### config.mk
export PLATFORM = sky130hd
export DESIGN_NAME = jls_front
export DESIGN_NICKNAME = d
export VERILOG_FILES = /design/src/jls_pkg.sv /design/src/jls_front.sv
export SDC_FILE = /design/constraint.sdc
export NUM_CORES = 1
export LEC_CHECK = 0
export BUFFER_PORTS_ARGS = -buffer_cell sky130_fd_sc_hd__clkbuf_2
export CAP_MARGIN = 20
export CORE_ASPECT_RATIO = 1.75
export CORE_MARGIN = 5
export CORE_UTILIZATION = 30
export CTS_CLUSTER_DIAMETER = 50
export DETAILED_ROUTE_END_ITERATION = 10
export PLACE_DENSITY = 0.49
export SLEW_MARGIN = 15
export SYNTH_ARGS = -nofsm -noshare
export SYNTH_HDL_FRONTEND = slang
export SYNTH_SLANG_ARGS = --single-unit
export TNS_END_PERCENT = 30
### constraint.sdc
create_clock -name clk -period 7.5 [get_ports clk]
set_input_delay 1.125 -clock clk [delete_from_list [all_inputs] [get_ports clk]]
set_output_delay 1.125 -clock clk [all_outputs]
set_load 0.005 [all_outputs]
### src/jls_pkg.sv
`default_nettype none

package jls_pkg;

  localparam int DefaultMaxRows = 64;

  // Restoring division produces one quotient bit a cycle
  localparam int DivSteps = 47;

  localparam logic [46:0] ThresholdReset = 47'd4294967;
  localparam logic [15:0] LimitReset     = 16'd3000;
  localparam logic [6:0]  RowsReset      = 7'd64;

  localparam logic signed [47:0] V48Max = 48'sh7FFF_FFFF_FFFF;
  localparam logic signed [47:0] V48Min = 48'sh8000_0000_0000;
  localparam logic [62:0]        SumMax = {63{1'b1}};
  localparam logic [48:0]        OneQ32 = 49'h1_0000_0000;

  typedef enum logic [1:0] {
    CMD_MATRIX = 2'd0,
    CMD_RHS    = 2'd1,
    CMD_GUESS  = 2'd2,
    CMD_SOLVE  = 2'd3
  } cmd_t;

  typedef enum logic [1:0] {
    ST_CONVERGED = 2'd0,
    ST_LIMIT     = 2'd1,
    ST_ZERO_DIAG = 2'd2
  } solve_status_t;

  typedef enum logic [1:0] {
    REG_THRESHOLD = 2'd0,
    REG_LIMIT     = 2'd1,
    REG_ROWS      = 2'd2
  } reg_index_t;

  typedef enum logic [3:0] {
    B_IDLE,
    B_DIAG,
    B_DIAG_WAIT,
    B_MAC,
    B_DRAIN,
    B_DIV_INIT,
    B_DIV,
    B_UPDATE,
    B_DIST,
    B_DIST_WAIT,
    B_EMIT,
    B_EMIT_WAIT
  } back_state_t;

  typedef struct packed {
    cmd_t               command;
    logic [5:0]         row_index;
    logic [5:0]         column_index;
    logic signed [47:0] entry_value;
  } jls_request_t;

  typedef struct packed {
    logic [5:0]         element_index;
    logic signed [47:0] solution_value;
    logic               last_element;
    logic [15:0]        sweeps_done;
    solve_status_t      solve_status;
    logic [62:0]        update_sum;
    logic [62:0]        distance_from_ones;
  } jls_result_t;

  typedef struct packed {
    logic [46:0] threshold;
    logic [15:0] iteration_limit;
    logic [6:0]  rows_in_use;
  } jls_cfg_t;

endpackage

`default_nettype wire

### src/jls_front.sv
`default_nettype none

module jls_front
  import jls_pkg::*;
#(
  parameter int MAX_ROWS = DefaultMaxRows
) (
  input  wire logic         clk,
  input  wire logic         rst,
  input  wire logic         start,
  input  wire jls_request_t request,
  input  wire logic         done,
  input  wire logic         pop,
  output logic              busy,
  output logic              q_valid,
  output jls_request_t      q_item
);

  localparam logic [6:0] RowLimit = 7'(MAX_ROWS);

  jls_request_t slot [2];
  logic         wptr;
  logic         rptr;
  logic [1:0]   count;
  logic         pending;
  logic         accept;
  logic         keep;
  logic         push;

  always_comb begin
    busy    = (count == 2'd2) || pending;
    accept  = start && !busy;
    // drop loads whose indexes lie outside the store
    keep    = (request.command == CMD_SOLVE) ||
              (({1'b0, request.row_index} < RowLimit) &&
               ((request.command != CMD_MATRIX) ||
                ({1'b0, request.column_index} < RowLimit)));
    push    = accept && keep;
    q_valid = (count != 2'd0);
    q_item  = slot[rptr];
  end

  always_ff @(posedge clk) begin
    if (push) begin
      slot[wptr] <= request;
    end
  end

  always_ff @(posedge clk) begin
    if (rst) begin
      wptr    <= 1'b0;
      rptr    <= 1'b0;
      count   <= 2'd0;
      pending <= 1'b0;
    end else begin
      if (push) begin
        wptr <= ~wptr;
      end
      if (pop) begin
        rptr <= ~rptr;
      end
      count <= count + {1'b0, push} - {1'b0, pop};
      if (accept && request.command == CMD_SOLVE) begin
        pending <= 1'b1;
      end else if (done) begin
        pending <= 1'b0;
      end
    end
  end

endmodule

`default_nettype wire

# After elaboration in Yosys (flattened, before gate mapping)
# Memories as Yosys holds them, arrays and structs flattened. A register that Yosys moved wholly into a read port is not among the register bits.
# Index checks and enable logic that the tools add are counted.
# classes
reduce_logical	6
bitwise	2
add_sub_neg	2
muxes	6
n_eq_ne	2
# op_table
op	count
$mux 1	6
$eq 2x2->1 const B	2
$reduce_bool 2->1	2
$add 2x1->2	1
$logic_and 1x1->1	2
$not 1->1	2
$sub 2x1->2	1
$logic_not 1->1	1
$logic_or 1x1->1	1
# totals
ff_bits	5
elab_cells	23
mem_bits_rw	124
inputBits	67
output_inout_bits	64
mem_count	1
# memory_table
name	words	word_bits	read_ports	rd_clocked_by_memory_dff	wr	line_no	source
slot	2	62	1	1	1	jls_front.sv:21	jls_request_t slot [2];

# Longest topological paths before layout
# Gate-level depths: netlist of run 1.
# logic_depth
word_depth	6
mapped_depth	8
depth_no_buf	8

# Worst setup path before layout of run 1
# Ideal clock, no wire load.
# synth_path
path_kind	input to register
start	in start
end	mem slot[0][0] in the netlist's numbering, enable pin
stages	2
n_path_buf	0
setup_slack_ns	3.193
setup_ns	0.482
required_time_ns	7.018
t_arrival_ns	3.824
path_cell_list	nand3b_4 -> nor2_1
# synth_via
elab_chain_cells	3
# synth_lines
item	line_no	source
from (decl)	jls_front.sv:10	input wire logic start,
$logic_and 1x1->1	jls_front.sv:32	accept = start && !busy;
$mux 1	jls_front.sv:44	if (push) begin
$mux 1 (implied by the code)	jls_front.sv:45	slot[wptr] <= request;
to (decl)	jls_front.sv:21	
# No other way between the ends.

==> results.yml, run 1 <==
run_status:
  run_status: "finished clean"
global_route:
  grt_start_max_net_pins: 41
  grt_pass1_wl_mm: 14.9
  grt-ovfl-total: 0
  grt_antenna_before_repair: 1
  global_route.usage.total_pct: 10.4
  via_count_of_the_first_global_routing_pass: 2798
timing:
  report.final.setup_viol: 0
  setup_total_negative_slack_ps: 0
  whs_ps: 524
  rsz0062_at_grt: "no"
  timing.final.crit_share_pct: 45.7
  max_slew.worst_pin.slew_ps: 752
  period_minus_slack_ps: 3420
  relSlewSlack_pct: 49.8
  timing.clock.skew_ps: 10.5
  report.final.slew_viol_count: 0
  timing_hold_violations_final: 0
  fmax_mhz: 292
yosys:
  synth_cell_types: 18
  yosys_warnings: 0
  asyncSetResetFlopFracSynth_pct: 0
  netlist_instances: 222
  yosysMostFrequentCell: "sky130_fd_sc_hd__edfxtp_1"
  synth_largest_type_area_fraction_pct: 73.5
  synth_fp_nets: 291
  cell_area_synth_mm2: 0.00506
  synth_seq_cells: 130
  synth_top_flop_cell: "sky130_fd_sc_hd__edfxtp_1"
  yosys-top-cells-area: "sky130_fd_sc_hd__edfxtp_1 74%, sky130_fd_sc_hd__mux2_4 18%, sky130_fd_sc_hd__buf_12 2.4%"
  synth_common_cells: "124 x sky130_fd_sc_hd__edfxtp_1, 61 x sky130_fd_sc_hd__mux2_4, 7 x sky130_fd_sc_hd__nor2_1"
  synth.largest_area_cell: "sky130_fd_sc_hd__edfxtp_1"
  synth_seq_area_share_pct: 75.9
  synth_edf_count: 124
  syn-mean-instance-area_um2: 22.8
placement:
  placement.cell_area_mm2: 0.00591
  detailed_place_hpwl_mm: 6.68
  port_buffers: 130
  gp_routability_congestion: 0.673
worst_setup_path:
  r2r.worst_path.cells: 4
  reg2reg_slack_ps: 5210
  worst_setup_end_kind: "output pin"
  worstSetupStartpointType: "flop"
  critPathRequiredTime_ps: 6380
  worstReg2RegStart: "count[0]"
  crit_arrival_ps: 2300
  worstReg2RegEnd: "slot[0][56]"
  crit_fanout: 33
  crit_type: "reg2out"
routing:
  detailroute.via_count: 2474
  detail_route.iter0.violations: 56
  viasPerCell: 4.08
  firstDrtPassIters: 4
  post_route_drc_violation_count: 0
  post_detailed_routing_wire_length_mm: 9.92
  detail_route.wl_per_cell_um: 16.3
  final_antenna_net_count: 0
cells_and_area:
  num_antenna_cells: 0
  design.final.nets: 436
  multiInputGateArea_mm2: 0.00110
  area.sequential_mm2: 0.00385
  fillers: 1561
  layout-area-overhead-vs-synth_pct: 28.7
  final_design_area_no_fill_mm2: 0.00652
  drive_above_1_share_pct: 61.1
floorplan:
  die_w_um: 108
  die_area_mm2: 0.0197
  core.rowCount: 63
  floorplan.initialDensity_pct: 30.2
  die_h_um: 182
  boundaryPins: 131
  area_inside_the_core_boundary_mm2: 0.0168
clock_network:
  cts-htree-levels: 4
  worst_skew_pair.late_latency_ps: 410
  numCtsBuffers: 17
  cts_repair_resize_count: 0
  clockRootBuffer: "sky130_fd_sc_hd__clkbuf_16"
  hold_buffers: 0
  tritoncts: "yes"
  clock_sink_count: 130
  cts.reportedPaths.clkPinSlew_ps: 60
  cts_buffer_depth: 2
  post-cts-setup-buffers: 0
power_and_ir_drop:
  power_density_over_the_cells_mw_per_mm2: 328
  p_leak_nw: 2.59
  post-layout-total-power_mw: 2.14
  ir_drop_mv: 0.142
min_path:
  holdPathEnd: "rptr"
  hold_path_startpoint: "rptr"
  hold-path-cell-count: 2
  worstHoldPathType: "reg2reg"
run:
  cap_violations: 0
==> registers in the layout (all words and copies together) (netlist names), named ones only <==
signal and cells:
count 2, pending 1, rptr 1, slot 124
wptr 1
==> cell usage in the layout, fill, tap and decap left out, types with 3 or more instances in the layout <==
cell                         synthesis  final
sky130_fd_sc_hd__clkinv_4            0      3
sky130_fd_sc_hd__inv_6               0      4
sky130_fd_sc_hd__nor2_1              7      5
sky130_fd_sc_hd__mux2_4             61     61
sky130_fd_sc_hd__buf_4               0      3
sky130_fd_sc_hd__clkbuf_2            0    130
sky130_fd_sc_hd__clkinvlp_4          0      3
sky130_fd_sc_hd__edfxtp_1          124    124
sky130_fd_sc_hd__dfxtp_1             6      5
sky130_fd_sc_hd__bufinv_16           0      3
sky130_fd_sc_hd__clkbuf_16           0     17
==> per-layer routing <==
metal / up-vias / routed length, µm / global-route usage [%]
met5: - / 12 / 0
met2: 66 / 5790 / 19.6
li1: 1161 / - / -
met1: 1234 / 3420 / 9.58
met3: 11 / 517 / 3.95
met4: 2 / 179 / 4.85
==> power by group <==
group / internal, mW / total (mW) / leakage (nW) / switching, mW
sequential: 0.929 / 0.965 / 1.20 / 0.0362
combinational: 0.174 / 0.336 / 1.10 / 0.162
clock: 0.526 / 0.838 / 0.286 / 0.312
==> logic make-up after synthesis <==
group           after synthesis  share of synthesized area [%]
compound gates                1                          0.148
xor+xnor                      3                          0.519
fa+ha+maj                     2                          0.494
buf+inv                       9                           2.74
flops                       130                           75.9
mux                          63                           18.5
simple gates                 14                           1.68
==> per-stage QoR <==
| step | utilization (%) | worst slack, ps | instances |
|---|---|---|---|
| 6_report | 38.8 | 4080 | 607 |
| 5_1_grt | 38.8 | 3930 | 607 |
| 3_5_place_dp | 35.2 | 4410 | 575 |
| 2_1_floorplan | - | 3190 | 222 |
| 3_3_place_gp | 35.2 | 4430 | 575 |
| 4_1_cts | 38.8 | 3980 | 607 |
==> worst max path at each step <==
stage / to / slack (ps) / cells past startpoint
6_report: q_item[61] / 4080 / 3
5_1_grt: q_item[61] / 3930 / 3
4_1_cts: q_item[0] / 3980 / 3
3_5_place_dp: slot[0][58] / 4410 / 4
3_3_place_gp: q_item[61] / 4430 / 3
2_1_floorplan: slot[0][0] / 3190 / 2
==> critical path, cell delays in order, from the launching register on <==
cell and delay, ps:
sky130_fd_sc_hd__dfxtp_4 720, sky130_fd_sc_hd__buf_4 620, sky130_fd_sc_hd__mux2_2 400, sky130_fd_sc_hd__clkbuf_2 110
==> cell type report <==
type                       instances  area share (%)
inverter                           2           0.115
multi-input combinational         83            16.8
clock inverter                    15            2.78
clock buffer                      17            6.53
timing repair buffer             133            10.3
sequential                       130            59.0
tap                              227            4.36
No activity file was read; power rests on OpenSTA's default activity.
==> run 2: changes to the inputs <==
ABC_AREA = 1   (was default)
clock period = 3.2 ns   (was 7.5 ns; I/O delays follow)
==> results.yml, run 2 <==
run_status:
  run_status: "finished clean"
placement:
  gp_routability_congestion: 0.684
  detailed_place_hpwl_mm: 6.71
  port_buffers: 130
yosys:
  netlist_instances: 231
  yosysMostFrequentCell: "sky130_fd_sc_hd__edfxtp_1"
  synth_top_flop_cell: "sky130_fd_sc_hd__edfxtp_1"
  yosys-top-cells-area: "sky130_fd_sc_hd__edfxtp_1 74%, sky130_fd_sc_hd__mux2_4 18%, sky130_fd_sc_hd__buf_12 2.4%"
  syn-mean-instance-area_um2: 21.9
  synth_cell_types: 16
  synth_largest_type_area_fraction_pct: 73.6
  synth_seq_area_share_pct: 76.0
  synth_fp_nets: 300
  cell_area_synth_mm2: 0.00506
  synth_seq_cells: 130
  asyncSetResetFlopFracSynth_pct: 0
  synth.largest_area_cell: "sky130_fd_sc_hd__edfxtp_1"
  synth_common_cells: "124 x sky130_fd_sc_hd__edfxtp_1, 60 x sky130_fd_sc_hd__mux2_4, 8 x sky130_fd_sc_hd__inv_1"
  yosys_warnings: 0
  synth_edf_count: 124
global_route:
  global_route.usage.total_pct: 10.3
  grt-ovfl-total: 0
  via_count_of_the_first_global_routing_pass: 2791
  grt_antenna_before_repair: 2
  grt_start_max_net_pins: 49
  grt_pass1_wl_mm: 14.9
timing:
  relSlewSlack_pct: 63.9
  whs_ps: 267
  rsz0062_at_grt: "no"
  timing_hold_violations_final: 0
  report.final.setup_viol: 0
  max_slew.worst_pin.slew_ps: 541
  fmax_mhz: 420
  timing.final.crit_share_pct: 74.4
  period_minus_slack_ps: 2380
  setup_total_negative_slack_ps: 0
  report.final.slew_viol_count: 0
  timing.clock.skew_ps: 7.15
cells_and_area:
  final_common_cell: "sky130_fd_sc_hd__clkbuf_2"
  mostFrequentLayoutCells: "130 x sky130_fd_sc_hd__clkbuf_2, 124 x sky130_fd_sc_hd__edfxtp_1, 60 x sky130_fd_sc_hd__mux2_4, 17 x sky130_fd_sc_hd__clkbuf_16"
  num_antenna_cells: 0
  largest_register_ff_count: 124
  layout-area-overhead-vs-synth_pct: 30.3
  drive_above_1_share_pct: 59.2
  top_register: "slot"
  design.final.nets: 446
  reg_top3: "slot x124, count x2"
  final_core_util_pct: 39.9
  fillers: 1534
power_and_ir_drop:
  ir_drop_mv: 0.356
  p_leak_nw: 2.66
  power_density_over_the_cells_mw_per_mm2: 738
floorplan:
  die_h_um: 182
  boundaryPins: 131
  die_w_um: 108
  area_inside_the_core_boundary_mm2: 0.0165
  floorplan.initialDensity_pct: 30.6
  die_area_mm2: 0.0197
  core.rowCount: 62
clock_network:
  clockRootBuffer: "sky130_fd_sc_hd__clkbuf_16"
  worst_skew_pair.late_latency_ps: 400
  numCtsBuffers: 17
  cts_repair_resize_count: 0
  cts.reportedPaths.clkPinSlew_ps: 60
  cts-htree-levels: 4
  hold_buffers: 0
  post-cts-setup-buffers: 0
  cts_buffer_depth: 2
  clock_sink_count: 130
  tritoncts: "yes"
worst_setup_path:
  worst_setup_end_kind: "output pin"
  crit_fanout: 35
  crit_arrival_ps: 1900
  worstSetupStartpointType: "flop"
  critPathRequiredTime_ps: 2720
  crit_type: "reg2out"
routing:
  detail_route.wl_per_cell_um: 15.8
  firstDrtPassIters: 4
  post_route_drc_violation_count: 0
  detailroute.via_count: 2509
  viasPerCell: 4.09
  detail_route.iter0.violations: 39
  post_detailed_routing_wire_length_mm: 9.72
  final_antenna_net_count: 0
run:
  cap_violations: 0
min_path:
  worstHoldPathType: "in2reg"
run 2: cell types whose count changed after synthesis, moves of 2 or more:
cell | before | now
sky130_fd_sc_hd__inv_1 | 2 | 8
sky130_fd_sc_hd__nand2b_1 | 2 | 0
sky130_fd_sc_hd__nand2_1 | 1 | 7
sky130_fd_sc_hd__nand4_1 | 0 | 2
run 2: final timing paths:
kind | start | to | slack (ps) | depth (start not counted)
max reg2reg | count[0] | slot[0][45] | 1310 | 5
min reg2reg | rptr | rptr | 530 | 2
min | request[51] | slot[0][51] | 270 | 1
max | flop | q_item[21] | 820 | 3
run 2: power breakdown:
group	switching (mW)	internal (mW)	leakage, nW
Clock	0.692	1.46	0.321
Sequential	0.0618	2.06	1.20
Combinational	0.272	0.316	1.14
run 2: layout make-up:
| class | instances | area, µm² | area share, % |
|---|---|---|---|
| Multi-Input combinational cell | 86 | 1060 | 16.1 |
| Clock buffer | 18 | 429 | 6.51 |
| Sequential cell | 130 | 3850 | 58.4 |
| Inverter | 8 | 30.0 | 0.456 |
| Clock inverter | 14 | 236 | 3.59 |
| Timing Repair Buffer | 134 | 706 | 10.7 |
| Tap cell | 224 | 280 | 4.25 |
run 2: per-layer routing:
layer  GRT usage [%]  vias to the layer above  share of wire [%]
met4            5.76                        4                2.4
met3            3.84                       17                6.3
met5               0                        -               0.14
met2            18.9                       76                 58
met1            9.59                     1233                 33
li1                -                     1179                  -
run 2: stage by stage:
step / setup WS [ps] / total power [mW] / std cells / area, µm²
5_1_grt: 698 / 5.08 / 614 / 6590
2_1_floorplan: 550 / 2.53 / 231 / 5060
3_3_place_gp: 1180 / 2.76 / 582 / 5920
4_1_cts: 738 / 4.96 / 614 / 6590
6_report: 820 / 4.87 / 614 / 6590
3_5_place_dp: 1180 / 2.78 / 582 / 5920
run 2: cells by family after synthesis:
family                     after synthesis  synth area share (%)
AOI/OAI and AO/OA                        1                0.0988
xor gates and xnor gates                 2                 0.346
adders and majority gates                2                 0.495
buffers and inverters                   15                  3.19
DFF                                    130                  76.0
muxes                                   62                  18.3
and+or+nand+nor                         19                  1.63
run 2: critical path: stages (launching register included):
cell and delay (ps):
sky130_fd_sc_hd__dfxtp_4 690, sky130_fd_sc_hd__buf_12 340, sky130_fd_sc_hd__mux2_4 340, sky130_fd_sc_hd__clkbuf_2 120
==> run 3: changes to the inputs <==
ABC_AREA = 0   (was 1)
clock period = 2.33 ns   (was 3.2 ns; I/O delays follow)
==> results.yml, run 3 (synthesized netlist as in run 1, its figures left out) <==
run_status:
  run_status: "finished clean"
worst_setup_path:
  worstReg2RegEnd: "count[1]"
  worstReg2RegStart: "count[0]"
  crit_arrival_ps: 1540
  critical-path-top-delay-family: "buffers and inverters"
  critPathBufInv: 2
  reg2reg_slack_ps: 690
  worstSetupStartpointType: "flop"
  worst_setup_end_kind: "output pin"
  timing.critical_path.slowest_stage_cell: "sky130_fd_sc_hd__dfxtp_4"
  slowest_delay_ps: 370
  crit_type: "reg2out"
  r2r.worst_path.cells: 8
  critPathRequiredTime_ps: 1980
  crit_fanout: 37
  cp_cell_sequence: "buf_12 -> mux2_4 -> clkbuf_2"
timing:
  timing.clock.skew_ps: 7.25
  max_slew.worst_pin.slew_ps: 347
  fmax_mhz: 529
  setup_total_negative_slack_ps: 0
  timing_hold_violations_final: 0
  report.final.setup_viol: 0
  whs_ps: 134
  report.final.slew_viol_count: 0
  relSlewSlack_pct: 76.9
  timing.final.crit_share_pct: 81.1
  rsz0062_at_grt: "no"
  period_minus_slack_ps: 1890
global_route:
  grt_start_max_net_pins: 48
  global_route.usage.total_pct: 10.4
  grt-ovfl-total: 0
  grt_pass1_wl_mm: 14.9
  via_count_of_the_first_global_routing_pass: 2779
  grt_antenna_before_repair: 4
clock_network:
  clockRootBuffer: "sky130_fd_sc_hd__clkbuf_16"
  hold_buffers: 0
  tritoncts: "yes"
  cts_repair_resize_count: 0
  cts-htree-levels: 4
  numCtsBuffers: 17
  clock_sink_count: 130
  post-cts-setup-buffers: 0
  worst_skew_pair.late_latency_ps: 400
  cts_buffer_depth: 2
  cts.reportedPaths.clkPinSlew_ps: 60
cells_and_area:
  multiInputGateArea_mm2: 0.00110
  num_antenna_cells: 0
  drive_above_1_share_pct: 61.6
  fillers: 1552
  layout-area-overhead-vs-synth_pct: 29.2
  design.final.nets: 440
  mostFrequentLayoutCells: "130 x sky130_fd_sc_hd__clkbuf_2, 124 x sky130_fd_sc_hd__edfxtp_1, 61 x sky130_fd_sc_hd__mux2_4, 17 x sky130_fd_sc_hd__clkbuf_16"
  final_design_area_no_fill_mm2: 0.00655
  largest_register_ff_count: 124
  reg_top3: "slot x124, count x2"
  area.sequential_mm2: 0.00385
  final_core_util_pct: 39.0
  top_register: "slot"
  final_common_cell: "sky130_fd_sc_hd__clkbuf_2"
routing:
  post_route_drc_violation_count: 0
  detail_route.wl_per_cell_um: 16.1
  route.met3.wl_um: 588
  post_detailed_routing_wire_length_mm: 9.83
  m1WireLength_mm: 3.25
  detail_route.iter0.violations: 74
  final_antenna_net_count: 0
  viasPerCell: 4.10
  detailroute.via_count: 2499
  firstDrtPassIters: 4
  highest-signal-layer: "met5"
  wl_met2_mm: 5.63
min_path:
  worstHoldPathType: "in2reg"
  hold_path_startpoint: "request[32]"
  hold-path-cell-count: 1
  holdPathEnd: "slot[1][32]"
power_and_ir_drop:
  power_density_over_the_cells_mw_per_mm2: 1030
  ir_drop_mv: 0.484
  p_leak_nw: 2.60
  post-layout-total-power_mw: 6.76
placement:
  placement.cell_area_mm2: 0.00598
  gp_routability_congestion: 0.664
  port_buffers: 130
  detailed_place_hpwl_mm: 6.74
floorplan:
  area_inside_the_core_boundary_mm2: 0.0168
  die_w_um: 108
  die_area_mm2: 0.0197
  die_h_um: 182
  floorplan.initialDensity_pct: 30.2
  core.rowCount: 63
  boundaryPins: 131
run:
  cap_violations: 0
[run 3: layout make-up]
class                   count  share of cell area [%]
multi-input cells          83                    16.8
repair buffers            137                    11.3
clock inverters            13                    2.12
flip-flops and latches    130                    58.8
well taps                 227                    4.34
clock buffers              18                    6.56
inverters                   2                   0.115
[run 3: stage by stage]
stage               std cells  worst slack (ps)
finish                    610               441
detailed placement        579               670
global placement          579               705
global route              610               380
floorplan                 222              -316
CTS                       610               408
[run 3: layer usage]
layer	vias up	global-route usage [%]
met3	26	4.23
li1	1163	-
met4	8	5.81
met2	76	18.9
met5	-	0
met1	1226	9.42
[run 3: power breakdown]
| part | total (mW) | internal [mW] | switching, mW |
|---|---|---|---|
| combinational | 1.14 | 0.595 | 0.546 |
| sequential | 3.08 | 2.99 | 0.0901 |
| clock | 2.54 | 1.57 | 0.974 |
[run 3: how the worst max path moves through the flow]
stage	start	to	slack (ps)	cells after the start
2_1_floorplan	count[0]	slot[0][0]	-320	3
3_3_place_gp	count[0]	count[1]	700	8
3_5_place_dp	count[0]	count[1]	670	8
4_1_cts	flop	q_item[57]	410	3
5_1_grt	flop	q_item[57]	380	3
6_report	flop	q_item[57]	440	3
